File: src/rtl/rfalu_pkg.sv
// Shared types and constants for the register-file ALU.
// No dependencies; imported by every module of the block.
package rfalu_pkg;

  localparam int unsigned DATA_W    = 32;
  localparam int unsigned REG_IDX_W = 5;
  localparam int unsigned IMM_W     = 16;
  localparam int unsigned SHAMT_W   = 5;
  localparam int unsigned KIND_W    = 4;

  typedef enum logic [KIND_W-1:0] {
    OP_ADD = 4'd0,
    OP_ADC = 4'd1,
    OP_SUB = 4'd2,
    OP_SUC = 4'd3,
    OP_RSB = 4'd4,
    OP_RSC = 4'd5,
    OP_LSL = 4'd6,
    OP_LSR = 4'd7,
    OP_AND = 4'd8,
    OP_OR  = 4'd9,
    OP_XOR = 4'd10,
    OP_NOT = 4'd11,
    OP_MIN = 4'd12,
    OP_MAX = 4'd13,
    OP_CLR = 4'd14,
    OP_SET = 4'd15
  } alu_op_t;

  typedef logic [DATA_W-1:0]    word_t;
  typedef logic [REG_IDX_W-1:0] reg_idx_t;

  // ALU outcome handed to the commit logic
  typedef struct packed {
    word_t value;
    logic  carry;
  } alu_res_t;

endpackage

File: src/rtl/rfalu_regfile.sv
// Register bank: array storage with per-entry valid bits (reset reads zero),
// registered reads and same-cycle write forwarding. Uses rfalu_pkg.
module rfalu_regfile
  import rfalu_pkg::*;
#(
  parameter int unsigned NUM_REGS = 32
) (
  input  logic     clk,
  input  logic     rst_n,
  input  logic     rd_en,
  input  reg_idx_t rd1_idx,
  input  reg_idx_t rd2_idx,
  input  logic     wr_en,
  input  reg_idx_t wr_idx,
  input  word_t    wr_data,
  output word_t    rd1_data,
  output word_t    rd2_data
);

  localparam int unsigned AW = (NUM_REGS > 1) ? $clog2(NUM_REGS) : 1;

  word_t               regs_r [NUM_REGS];
  logic [NUM_REGS-1:0] valid_r;
  logic [NUM_REGS-1:0] valid_nxt;

  logic [AW+REG_IDX_W-1:0] rd1_ext, rd2_ext, wr_ext;
  logic [AW-1:0]           rd1_addr, rd2_addr, wr_addr;
  logic                    rd1_ok, rd2_ok, wr_ok;
  logic                    fwd1, fwd2;

  word_t rd1_q_r, rd2_q_r, fwd_data_r;
  logic  rd1_ok_r, rd2_ok_r, fwd1_r, fwd2_r;

  assign rd1_ext  = {{AW{1'b0}}, rd1_idx};
  assign rd2_ext  = {{AW{1'b0}}, rd2_idx};
  assign wr_ext   = {{AW{1'b0}}, wr_idx};
  assign rd1_addr = rd1_ext[AW-1:0];
  assign rd2_addr = rd2_ext[AW-1:0];
  assign wr_addr  = wr_ext[AW-1:0];

  // indexes past the bank read as zero and drop writes
  assign rd1_ok = (32'(rd1_idx) < NUM_REGS);
  assign rd2_ok = (32'(rd2_idx) < NUM_REGS);
  assign wr_ok  = (32'(wr_idx) < NUM_REGS);

  // a write landing on the same edge as the read is not yet in the array
  assign fwd1 = wr_en && wr_ok && (wr_idx == rd1_idx);
  assign fwd2 = wr_en && wr_ok && (wr_idx == rd2_idx);

  always_comb begin
    valid_nxt = valid_r;
    if (wr_en && wr_ok) begin
      valid_nxt[wr_addr] = 1'b1;
    end
  end

  always_ff @(posedge clk) begin
    if (!rst_n) begin
      valid_r <= '0;
    end else begin
      valid_r <= valid_nxt;
    end
  end

  always_ff @(posedge clk) begin
    if (wr_en && wr_ok) begin
      regs_r[wr_addr] <= wr_data;
    end
  end

  always_ff @(posedge clk) begin
    if (rd_en) begin
      rd1_q_r    <= regs_r[rd1_addr];
      rd2_q_r    <= regs_r[rd2_addr];
      rd1_ok_r   <= rd1_ok && valid_r[rd1_addr];
      rd2_ok_r   <= rd2_ok && valid_r[rd2_addr];
      fwd1_r     <= fwd1;
      fwd2_r     <= fwd2;
      fwd_data_r <= wr_data;
    end
  end

  assign rd1_data = fwd1_r ? fwd_data_r : (rd1_ok_r ? rd1_q_r : '0);
  assign rd2_data = fwd2_r ? fwd_data_r : (rd2_ok_r ? rd2_q_r : '0);

endmodule

File: src/rtl/rfalu_alu.sv
// Combinational ALU: one shared 32-bit adder for the six arithmetic ops,
// shifts, logic, unsigned min/max and bit clear/set. Uses rfalu_pkg.
module rfalu_alu
  import rfalu_pkg::*;
(
  input  alu_op_t  op,
  input  word_t    a,
  input  word_t    b,
  input  logic     carry_in,
  output alu_res_t res
);

  word_t                add_x, add_y, sum, bit_mask;
  logic                 add_cin;
  logic [SHAMT_W-1:0]   sh;
  logic                 arith;

  assign sh       = b[SHAMT_W-1:0];
  assign bit_mask = word_t'(1) << sh;
  assign sum      = add_x + add_y + word_t'(add_cin);

  // x + y + cin covers every add/subtract form: x - y - c = x + ~y + !c
  always_comb begin
    add_x   = a;
    add_y   = b;
    add_cin = 1'b0;
    arith   = 1'b1;
    unique case (op)
      OP_ADD: add_cin = 1'b0;
      OP_ADC: add_cin = carry_in;
      OP_SUB: begin
        add_y   = ~b;
        add_cin = 1'b1;
      end
      OP_SUC: begin
        add_y   = ~b;
        add_cin = ~carry_in;
      end
      OP_RSB: begin
        add_x   = b;
        add_y   = ~a;
        add_cin = 1'b1;
      end
      OP_RSC: begin
        add_x   = b;
        add_y   = ~a;
        add_cin = ~carry_in;
      end
      default: arith = 1'b0;
    endcase
  end

  always_comb begin
    // arithmetic ops load carry from the top result bit, others keep it
    res.carry = arith ? sum[DATA_W-1] : carry_in;
    unique case (op)
      OP_ADD, OP_ADC, OP_SUB,
      OP_SUC, OP_RSB, OP_RSC: res.value = sum;
      OP_LSL: res.value = a << sh;
      OP_LSR: res.value = a >> sh;
      OP_AND: res.value = a & b;
      OP_OR:  res.value = a | b;
      OP_XOR: res.value = a ^ b;
      OP_NOT: res.value = ~a;
      OP_MIN: res.value = (a < b) ? a : b;
      OP_MAX: res.value = (a > b) ? a : b;
      OP_CLR: res.value = a & ~bit_mask;
      OP_SET: res.value = a | bit_mask;
      default: res.value = a;
    endcase
  end

endmodule

File: src/rtl/register_file_alu_with_carry.sv
// Register-file ALU with carry flag, top level.
// The accepted transaction is held in the execute stage; its result is registered onto out_* when it retires.
// Throughput: one transaction per cycle while out_ready holds; register read, ALU and write-back share one stage.
// Reset (rst_n, synchronous, active low): registers read as zero, carry clear, channels empty.
// Depends on rfalu_pkg, rfalu_regfile, rfalu_alu.
module register_file_alu_with_carry
  import rfalu_pkg::*;
#(
  parameter int unsigned NUM_REGS  = 32,
  parameter int unsigned IMM_WIDTH = 16
) (
  input  logic                 clk,
  input  logic                 rst_n,
  // input channel
  input  logic                 in_valid,
  output logic                 in_ready,
  input  logic [KIND_W-1:0]    in_kind,
  input  logic [REG_IDX_W-1:0] in_dest_reg,
  input  logic [REG_IDX_W-1:0] in_src1_reg,
  input  logic [REG_IDX_W-1:0] in_src2_reg,
  input  logic                 in_use_immediate,
  input  logic [IMM_W-1:0]     in_immediate,
  // result channel
  output logic                 out_valid,
  input  logic                 out_ready,
  output logic [DATA_W-1:0]    out_result_value,
  output logic                 out_carry_out
);

  // Only the low IMM_WIDTH bits of the immediate take part.
  localparam logic [63:0] IMM_MASK64 = (IMM_WIDTH >= 64) ? '1 :
                                       ((64'd1 << IMM_WIDTH) - 64'd1);
  localparam word_t       IMM_MASK   = IMM_MASK64[DATA_W-1:0];

  // ---------------------------------------------------------------------
  // Execute stage: decoded fields of the accepted transaction. The bank
  // reads are captured on the same edge inside the register file.
  // ---------------------------------------------------------------------
  logic     ex_valid_r, ex_valid_nxt;
  alu_op_t  ex_op_r;
  reg_idx_t ex_dest_r;
  logic     ex_use_imm_r;
  logic [IMM_W-1:0] ex_imm_r;

  logic     carry_r, carry_nxt;

  // output register
  logic     out_valid_r, out_valid_nxt;
  word_t    out_value_r;
  logic     out_carry_r;

  logic     in_accept;
  logic     commit;
  word_t    op_a, op_b, rd2_data, imm_ext;
  alu_res_t alu_res;

  // The execute stage retires whenever the output register is free or is
  // being emptied this cycle; retiring also frees the stage for a new
  // transaction on the same edge.
  assign commit    = ex_valid_r && (!out_valid_r || out_ready);
  assign in_ready  = !ex_valid_r || commit;
  assign in_accept = in_valid && in_ready;

  // Register bank. Write-back happens at commit; a read issued on that
  // same edge picks up the written value through the forwarding path.
  rfalu_regfile #(
    .NUM_REGS (NUM_REGS)
  ) u_regfile (
    .clk      (clk),
    .rst_n    (rst_n),
    .rd_en    (in_accept),
    .rd1_idx  (in_src1_reg),
    .rd2_idx  (in_src2_reg),
    .wr_en    (commit),
    .wr_idx   (ex_dest_r),
    .wr_data  (alu_res.value),
    .rd1_data (op_a),
    .rd2_data (rd2_data)
  );

  assign imm_ext = {{(DATA_W-IMM_W){1'b0}}, ex_imm_r} & IMM_MASK;
  assign op_b    = ex_use_imm_r ? imm_ext : rd2_data;

  rfalu_alu u_alu (
    .op       (ex_op_r),
    .a        (op_a),
    .b        (op_b),
    .carry_in (carry_r),
    .res      (alu_res)
  );

  // ---------------------------------------------------------------------
  // Control next-state
  // ---------------------------------------------------------------------
  always_comb begin
    ex_valid_nxt = ex_valid_r;
    if (in_accept) begin
      ex_valid_nxt = 1'b1;
    end else if (commit) begin
      ex_valid_nxt = 1'b0;
    end
  end

  always_comb begin
    out_valid_nxt = out_valid_r;
    if (commit) begin
      out_valid_nxt = 1'b1;
    end else if (out_ready) begin
      out_valid_nxt = 1'b0;
    end
  end

  // carry only moves when a transaction retires
  assign carry_nxt = commit ? alu_res.carry : carry_r;

  always_ff @(posedge clk) begin
    if (!rst_n) begin
      ex_valid_r  <= 1'b0;
      out_valid_r <= 1'b0;
      carry_r     <= 1'b0;
    end else begin
      ex_valid_r  <= ex_valid_nxt;
      out_valid_r <= out_valid_nxt;
      carry_r     <= carry_nxt;
    end
  end

  // payload registers, no reset
  always_ff @(posedge clk) begin
    if (in_accept) begin
      ex_op_r      <= alu_op_t'(in_kind);
      ex_dest_r    <= in_dest_reg;
      ex_use_imm_r <= in_use_immediate;
      ex_imm_r     <= in_immediate;
    end
  end

  always_ff @(posedge clk) begin
    if (commit) begin
      out_value_r <= alu_res.value;
      out_carry_r <= alu_res.carry;
    end
  end

  assign out_valid        = out_valid_r;
  assign out_result_value = out_value_r;
  assign out_carry_out    = out_carry_r;

endmodule

File: config.mk
export PLATFORM = sky130hd
export DESIGN_NAME = register_file_alu_with_carry
export DESIGN_NICKNAME = d
export VERILOG_FILES = /design/src/rtl/rfalu_pkg.sv /design/src/rtl/rfalu_regfile.sv /design/src/rtl/rfalu_alu.sv /design/src/rtl/register_file_alu_with_carry.sv
export SDC_FILE = /design/constraint.sdc
export NUM_CORES = 2
export LEC_CHECK = 0
export BUFFER_PORTS_ARGS = -buffer_cell sky130_fd_sc_hd__buf_2
export CORE_UTILIZATION = 55
export CTS_CLUSTER_DIAMETER = 30
export DETAILED_ROUTE_END_ITERATION = 12
export GPL_TIMING_DRIVEN = 0
export PLACE_DENSITY_LB_ADDON = 0.08
export SLEW_MARGIN = 20
export SYNTH_ARGS = -nofsm -noshare
export SYNTH_HDL_FRONTEND = slang
export SYNTH_HIERARCHICAL = 1
export SYNTH_SLANG_ARGS = --single-unit
File: constraint.sdc
create_clock -name clk -period 12.1 [get_ports clk]
set_clock_uncertainty 0.1 [all_clocks]
set_input_delay 1.21 -clock clk [delete_from_list [all_inputs] [get_ports clk]]
set_output_delay 1.21 -clock clk [all_outputs]
set_load 0.1 [all_outputs]
# --- Word level (Yosys, flattened, before mapping) ---
# Memories as Yosys holds them, arrays and structs flattened. A register that Yosys moved wholly into a read port is not among the register bits.
# Index checks and enable logic that the tools add are counted.
totals:
  register_bits: 130
  latchBits: 0
  ramBits: 1024
  rom_bits: 0
  in_bits: 40
  word_cells: 96
  n_memories: 1
op_classes:
  add_sub_neg: 2
  multipliers: 0
  n_div: 0
  magnitude_cmp: 6
  eq_ne: 17
  shifts: 3
  n_mux: 25
  bitwise: 10
  n_reduce_logical: 17
memory_table:
  columns: ["memory", "depth", "word_bits", "read_ports", "rd_ports_with_merged_regs", "write_ports", "line_no", "source"]
  rows:
  - ["u_regfile.regs_r", 32, 32, 2, 2, 1, "rfalu_regfile.sv:22", "word_t regs_r [NUM_REGS];"]
ops:
  columns: ["cell", "count"]
  rows:
  - ["$pmux 32 s11", 1]
  - ["$mux 32", 8]
  - ["$not 32->32", 3]
  - ["$or 32x32->32", 3]
  - ["$and 32x32->32", 2]
  - ["$pmux 32 s2", 1]
  - ["$add 32x1->32", 1]
  - ["$add 32x32->32", 1]
  - ["$eq 4x4->1 const B", 8]
  - ["$gt 32x32->1", 1]
  - ["$lt 32x32->1", 1]
  - ["$shl 1x5->32 const A", 1]
  - ["$shl 32x5->32", 1]
  - ["$shr 32x5->32", 1]
  - ["$xor 32x32->32", 1]
  - ["$lt 5x6->1 const B", 3]
  - ["$eq 4x3->1 const B", 4]
  - ["$mux 1", 11]
  - ["$bmux 1 s5", 2]
  - ["$eq 5x5->1", 2]
  - ["$eq 4x2->1 const B", 2]
  - ["$reduce_or 2->1", 4]
  - ["$reduce_or 6->1", 1]
  - ["$demux 1 s5", 1]
  - ["9 further kinds", 16]

# --- Depth between registers and ports, before layout ---
logic_depth:
  ltp_word: 8
  depth_mapped: 23
  ltp_nobuf: 18

# --- Hierarchy ---
# The synthesis kept the hierarchy.
modules_own_cells:
  columns: ["mod", "n_inst", "cells_per_inst", "area_each_um2"]
  rows:
  - ["rfalu_regfile", 1, 3734, 54138.2]
  - ["rfalu_alu", 1, 1489, 9680.5]
  - ["register_file_alu_with_carry", 1, 107, 2208.4]

# --- Worst setup path after synthesis ---
# Ideal clock, no wire load.
synth_path:
  path_kind: "flip-flop to flip-flop"
  from: "register u_regfile.fwd2_r"
  to: "register out_value_r[26] (netlist: out_result_value[26]) (data pin)"
  setup_time_ns: 0.388
  t_arrival_ns: 5.688
  path_slack_ns: 5.925
  path_stages_with_launch: 24
  path_buffers: 6
  path_cell_list: "edfxtp_1 > clkbuf_1 > nor2b_1 > clkbuf_1 > a22o_1 > mux2_2 > buf_4 > buf_2 > buf_2 > buf_2 > o22ai_1 > a31oi_1 > fa_1 > inv_1 > fa_1 > a211oi_1 > o21ai_0 > a21oi_1 > a311o_1 > a32oi_2 > a21o_1 > a21oi_1 > xor2_1 > a21oi_1"
synth_lines:
  columns: ["item", "line_no", "source"]
  rows:
  - ["from (decl)", "rfalu_regfile.sv:32", "logic rd1_ok_r, rd2_ok_r, fwd1_r, fwd2_r;"]
  - ["from (signal assigned)", "rfalu_regfile.sv:78", "fwd2_r <= fwd2;"]
  - ["to (signal assigned)", "register_file_alu_with_carry.sv:140", "out_value_r <= alu_res.value;"]
  - ["to (decl)", "register_file_alu_with_carry.sv:49", "word_t out_value_r;"]

==> run summary <==
Status - finished, final reports clean
Synthesized area - 0.0660 mm2
HP Class - flop to flop
Max_cap viols - 0
Period utilization - 74.1%
EDFF count, synth - 1,183
Most common cell after layout, fill and taps aside - edfxtp_1
FF-to-FF path depth - 23
Port Buffers - 72
Setup CP Type - flop to flop
Row cnt - 126
Final setup violation count - 0
Final min period - 8.96 ns
GR peak layer - met2
Met3 usage - 13.0%
Post_cts resized - 0
Design area - 0.0802 mm2
Cell family with most CP delay - compound AO/OA/AOI/OAI gates
Setup crit end kind - flop
Clock latency on the worst-skew pair - 0.91 ns
Total track usage - 45.3%
CP bufs+invs - 7
Reg power frac - 33.7%
Max Buffers Root-to-Sink - 4
Power Density - 186 mW/mm2
Global route total overflow - 0
#FFs+latches synth - 1,218
First-pass DRT Iterations - 10
Post-layout net count - 5,869
Least-Margin Pin Slew - 1.25 ns
Clk sinks - 1,218
Fin util - 67.6%
Total wire length - 277 mm
Die area - 0.121 mm2
WP data required - 12.51 ns
GR Util met1 - 49.1%
Total number of vias - 53,400
Slowest cell on crit path - clkbuf_1
Max IR drop VDD - 178 uV
Cell area after placement - 0.0712 mm2
Antenna Nets Post-Route - 0
Switch Pwr - 4.25 mW
Fin. max-slew vios - 0
Internal Power - 10.7 mW
Rel. slew slack - 15.9%
Post-placement cell count - 7,086
Arr. time, crit path - 9.37 ns
Sum Neg Setup Slack - 0 ns
Final hold violation count - 0
CTS tree - built
Gpl congestion - 1.03
Root buf cell - clkbuf_16
Synth Warn # - 6
Initial antenna violation count - 17
Top Ports - 75
Finished Layout Cells - 7,567
Clock share of power - 48.2%
Logic gate share of total power - 18.0%
Async set-reset flop share out of synthesis - 0%
Die H - 348 um
Largest net degree at the start of global routing - 62
Worst-path fanout max - 34
Worst-path clk slew - 0.05 ns
Remaining DRCs - 0
Crit-path cells - clkbuf_1, nor2b_1, clkbuf_1, a22o_1, mux2_2, buf_4, buf_2, buf_2, buf_2, o22ai_1, a31oi_1, fa_1, inv_1, fa_1, a211oi_1, o21ai_0, a21oi_1, a311o_1, a32oi_2, a21oi_1, o21ai_1, mux2i_1, a221o_2
Die width - 348 um
Most frequent CP cell - buf_2
Vias/cell - 7.06
RSZ-0062 raised after global routing - no
Reg-to-reg slack, setup - 3.14 ns
Fmax - 112 MHz
Post-CTS setup buffers - 0
Syn_nets - 5,435
CTS Hold Buffers Added - 0
Number of global-route vias before repair - 52,900
Syn Area/Cell - 12.4 um2
Dominant synthesized flop cell - edfxtp_1
Layout cells sized above 1 - 16.5%
Synth unique cells - 86
Global Route met2 Usage - 73.9%
WL/cell - 36.7 um
Hold Crit Depth - 1
Cells after Synth - 5,330
Switching Share - 28.4%
Layout area overhead - 21.4%
CTS Buf Count - 274
Startpoint class of the critical path - flop
Worst Hold Launch - u_regfile/valid_r[16]
P_leak - 30.5 nW
Most frequent cells in the layout - 1,183 x edfxtp_1, 1,170 x mux2i_1, 386 x nand2_1, 333 x a21oi_1, 282 x clkbuf_16
Global-route wire length before repair - 385 mm
WHS Endpoint - u_regfile/valid_r[16]
FF-to-FF Start - u_regfile/fwd2_r
Initial core utilization - 55.7%
H-Tree Depth - 5
Detailed Place HPWL - 200 mm
Worst r2r dst - u_regfile/regs_r[4][28]
Core ar. - 0.119 mm2
Seq/Total Area, Yosys - 54.9%
Initial DRC count - 7,586
Worst path max stage delay - 0.66 ns
registers in the layout, summed over array words and instances, names as in the netlist, 4 cells and up:
register and count:
ex_dest_r 5, ex_imm_r 16, ex_op_r 4, out_result_value 32, u_regfile/fwd_data_r 32, u_regfile/rd1_q_r 32, u_regfile/rd2_q_r 32, u_regfile/regs_r 1024
u_regfile/valid_r 32
worst max-delay path by stage:
stage	from	end	slack, ns	depth (start not counted)
3_3_place_gp	u_regfile/fwd2_r	u_regfile/regs_r[6][19]	1.89	20
6_report	u_regfile/fwd2_r	u_regfile/regs_r[4][28]	3.14	23
3_5_place_dp	u_regfile/fwd2_r	u_regfile/regs_r[0][28]	3.67	23
4_1_cts	u_regfile/fwd2_r	u_regfile/fwd_data_r[28]	3.62	23
5_1_grt	u_regfile/fwd2_r	u_regfile/fwd_data_r[28]	3.03	23
2_1_floorplan	u_regfile/fwd2_r	out_result_value[26]	5.92	23
per-layer routing:
layer	vias to the layer above	share of wire, %
li1	21700	-
met2	4121	47
met4	16	9.4
met1	26300	33
met3	1289	11
met5	-	0.040
area by class of cell:
cell class	count	area (um2)
clock buffer	314	7190
timing repair buffer	158	2480
sequential	1218	36200
buffer	446	2520
tap	1600	2000
clock inverter	154	1710
fill	8294	38400
antenna	11	27.5
inverter	47	176
multi-input combinational	3619	27800
worst register-to-register path, cell delays in order, from the launching register on:
cell      delay [ns]
edfxtp_1        0.49
clkbuf_1        0.32
nor2b_1         0.36
clkbuf_1        0.66
a22o_1          0.32
mux2_2          0.21
buf_4           0.29
buf_2           0.47
buf_2           0.51
buf_2           0.40
o22ai_1         0.12
a31oi_1         0.22
fa_1            0.38
inv_1           0.11
fa_1            0.49
a211oi_1        0.33
o21ai_0         0.15
a21oi_1         0.54
a311o_1         0.65
a32oi_2         0.31
a21oi_1         0.22
o21ai_1         0.09
mux2i_1         0.12
a221o_2         0.66
Yosys cell counts (7+ instances only):
master	count	area [um2]
o221ai_1	24	210
nand3b_1	8	60.1
o21a_1	38	285
buf_1	22	82.6
mux2i_1	1174	11800
a22oi_1	206	1550
nor2b_1	33	206
a221oi_1	25	219
clkbuf_4	7	52.6
nand4_1	8	50.1
edfxtp_1	1183	35500
dfxtp_1	35	701
nor2_1	159	597
o211ai_1	29	218
a211oi_1	14	105
xor2_1	26	228
a21o_1	11	82.6
o2111ai_1	11	96.3
o22ai_1	12	75.1
nor3_1	105	526
a31oi_1	77	482
a21oi_1	343	1720
buf_6	60	676
mux4_2	37	833
nand2b_1	28	175
nand3_1	231	1160
nand2_1	386	1450
ha_1	63	788
or3_1	13	81.3
buf_2	138	691
o21ai_0	210	1050
mux2_2	28	315
a221o_1	11	110
clkbuf_1	170	638
xnor2_1	14	123
buf_4	49	368
a22o_1	197	1730
inv_1	42	158
logic make-up after synthesis:
logic type | after synthesis | share of synthesized area, %
mux | 1241 | 19.6
simple gates | 1010 | 6.96
buf+inv | 493 | 4.06
fa+ha+maj | 65 | 1.25
compound gates | 1263 | 12.8
flops | 1218 | 54.9
xor+xnor | 40 | 0.531
per-stage QoR:
step           hold WS (ns)  power [mW]  worst slack (ns)
6_report              0.389        14.9              3.14
3_3_place_gp          0.367        7.42              1.89
2_1_floorplan         0.361        6.48              5.92
5_1_grt               0.373        15.2              3.03
3_5_place_dp          0.374        7.65              3.67
4_1_cts               0.360        14.8              3.62
power groups by stage:
| stage | Combinational (mW) | Sequential (mW) | Clock [mW] |
|---|---|---|---|
| after floorplan | 1.28 | 5.20 | 0 |
| after global placement | 2.26 | 5.16 | 0 |
| after detailed placement | 2.53 | 5.11 | 0 |
| after CTS | 2.55 | 5.04 | 7.21 |
| after global routing | 2.74 | 5.04 | 7.43 |
| final | 2.70 | 5.04 | 7.20 |
(Power assumes the default switching activity.)
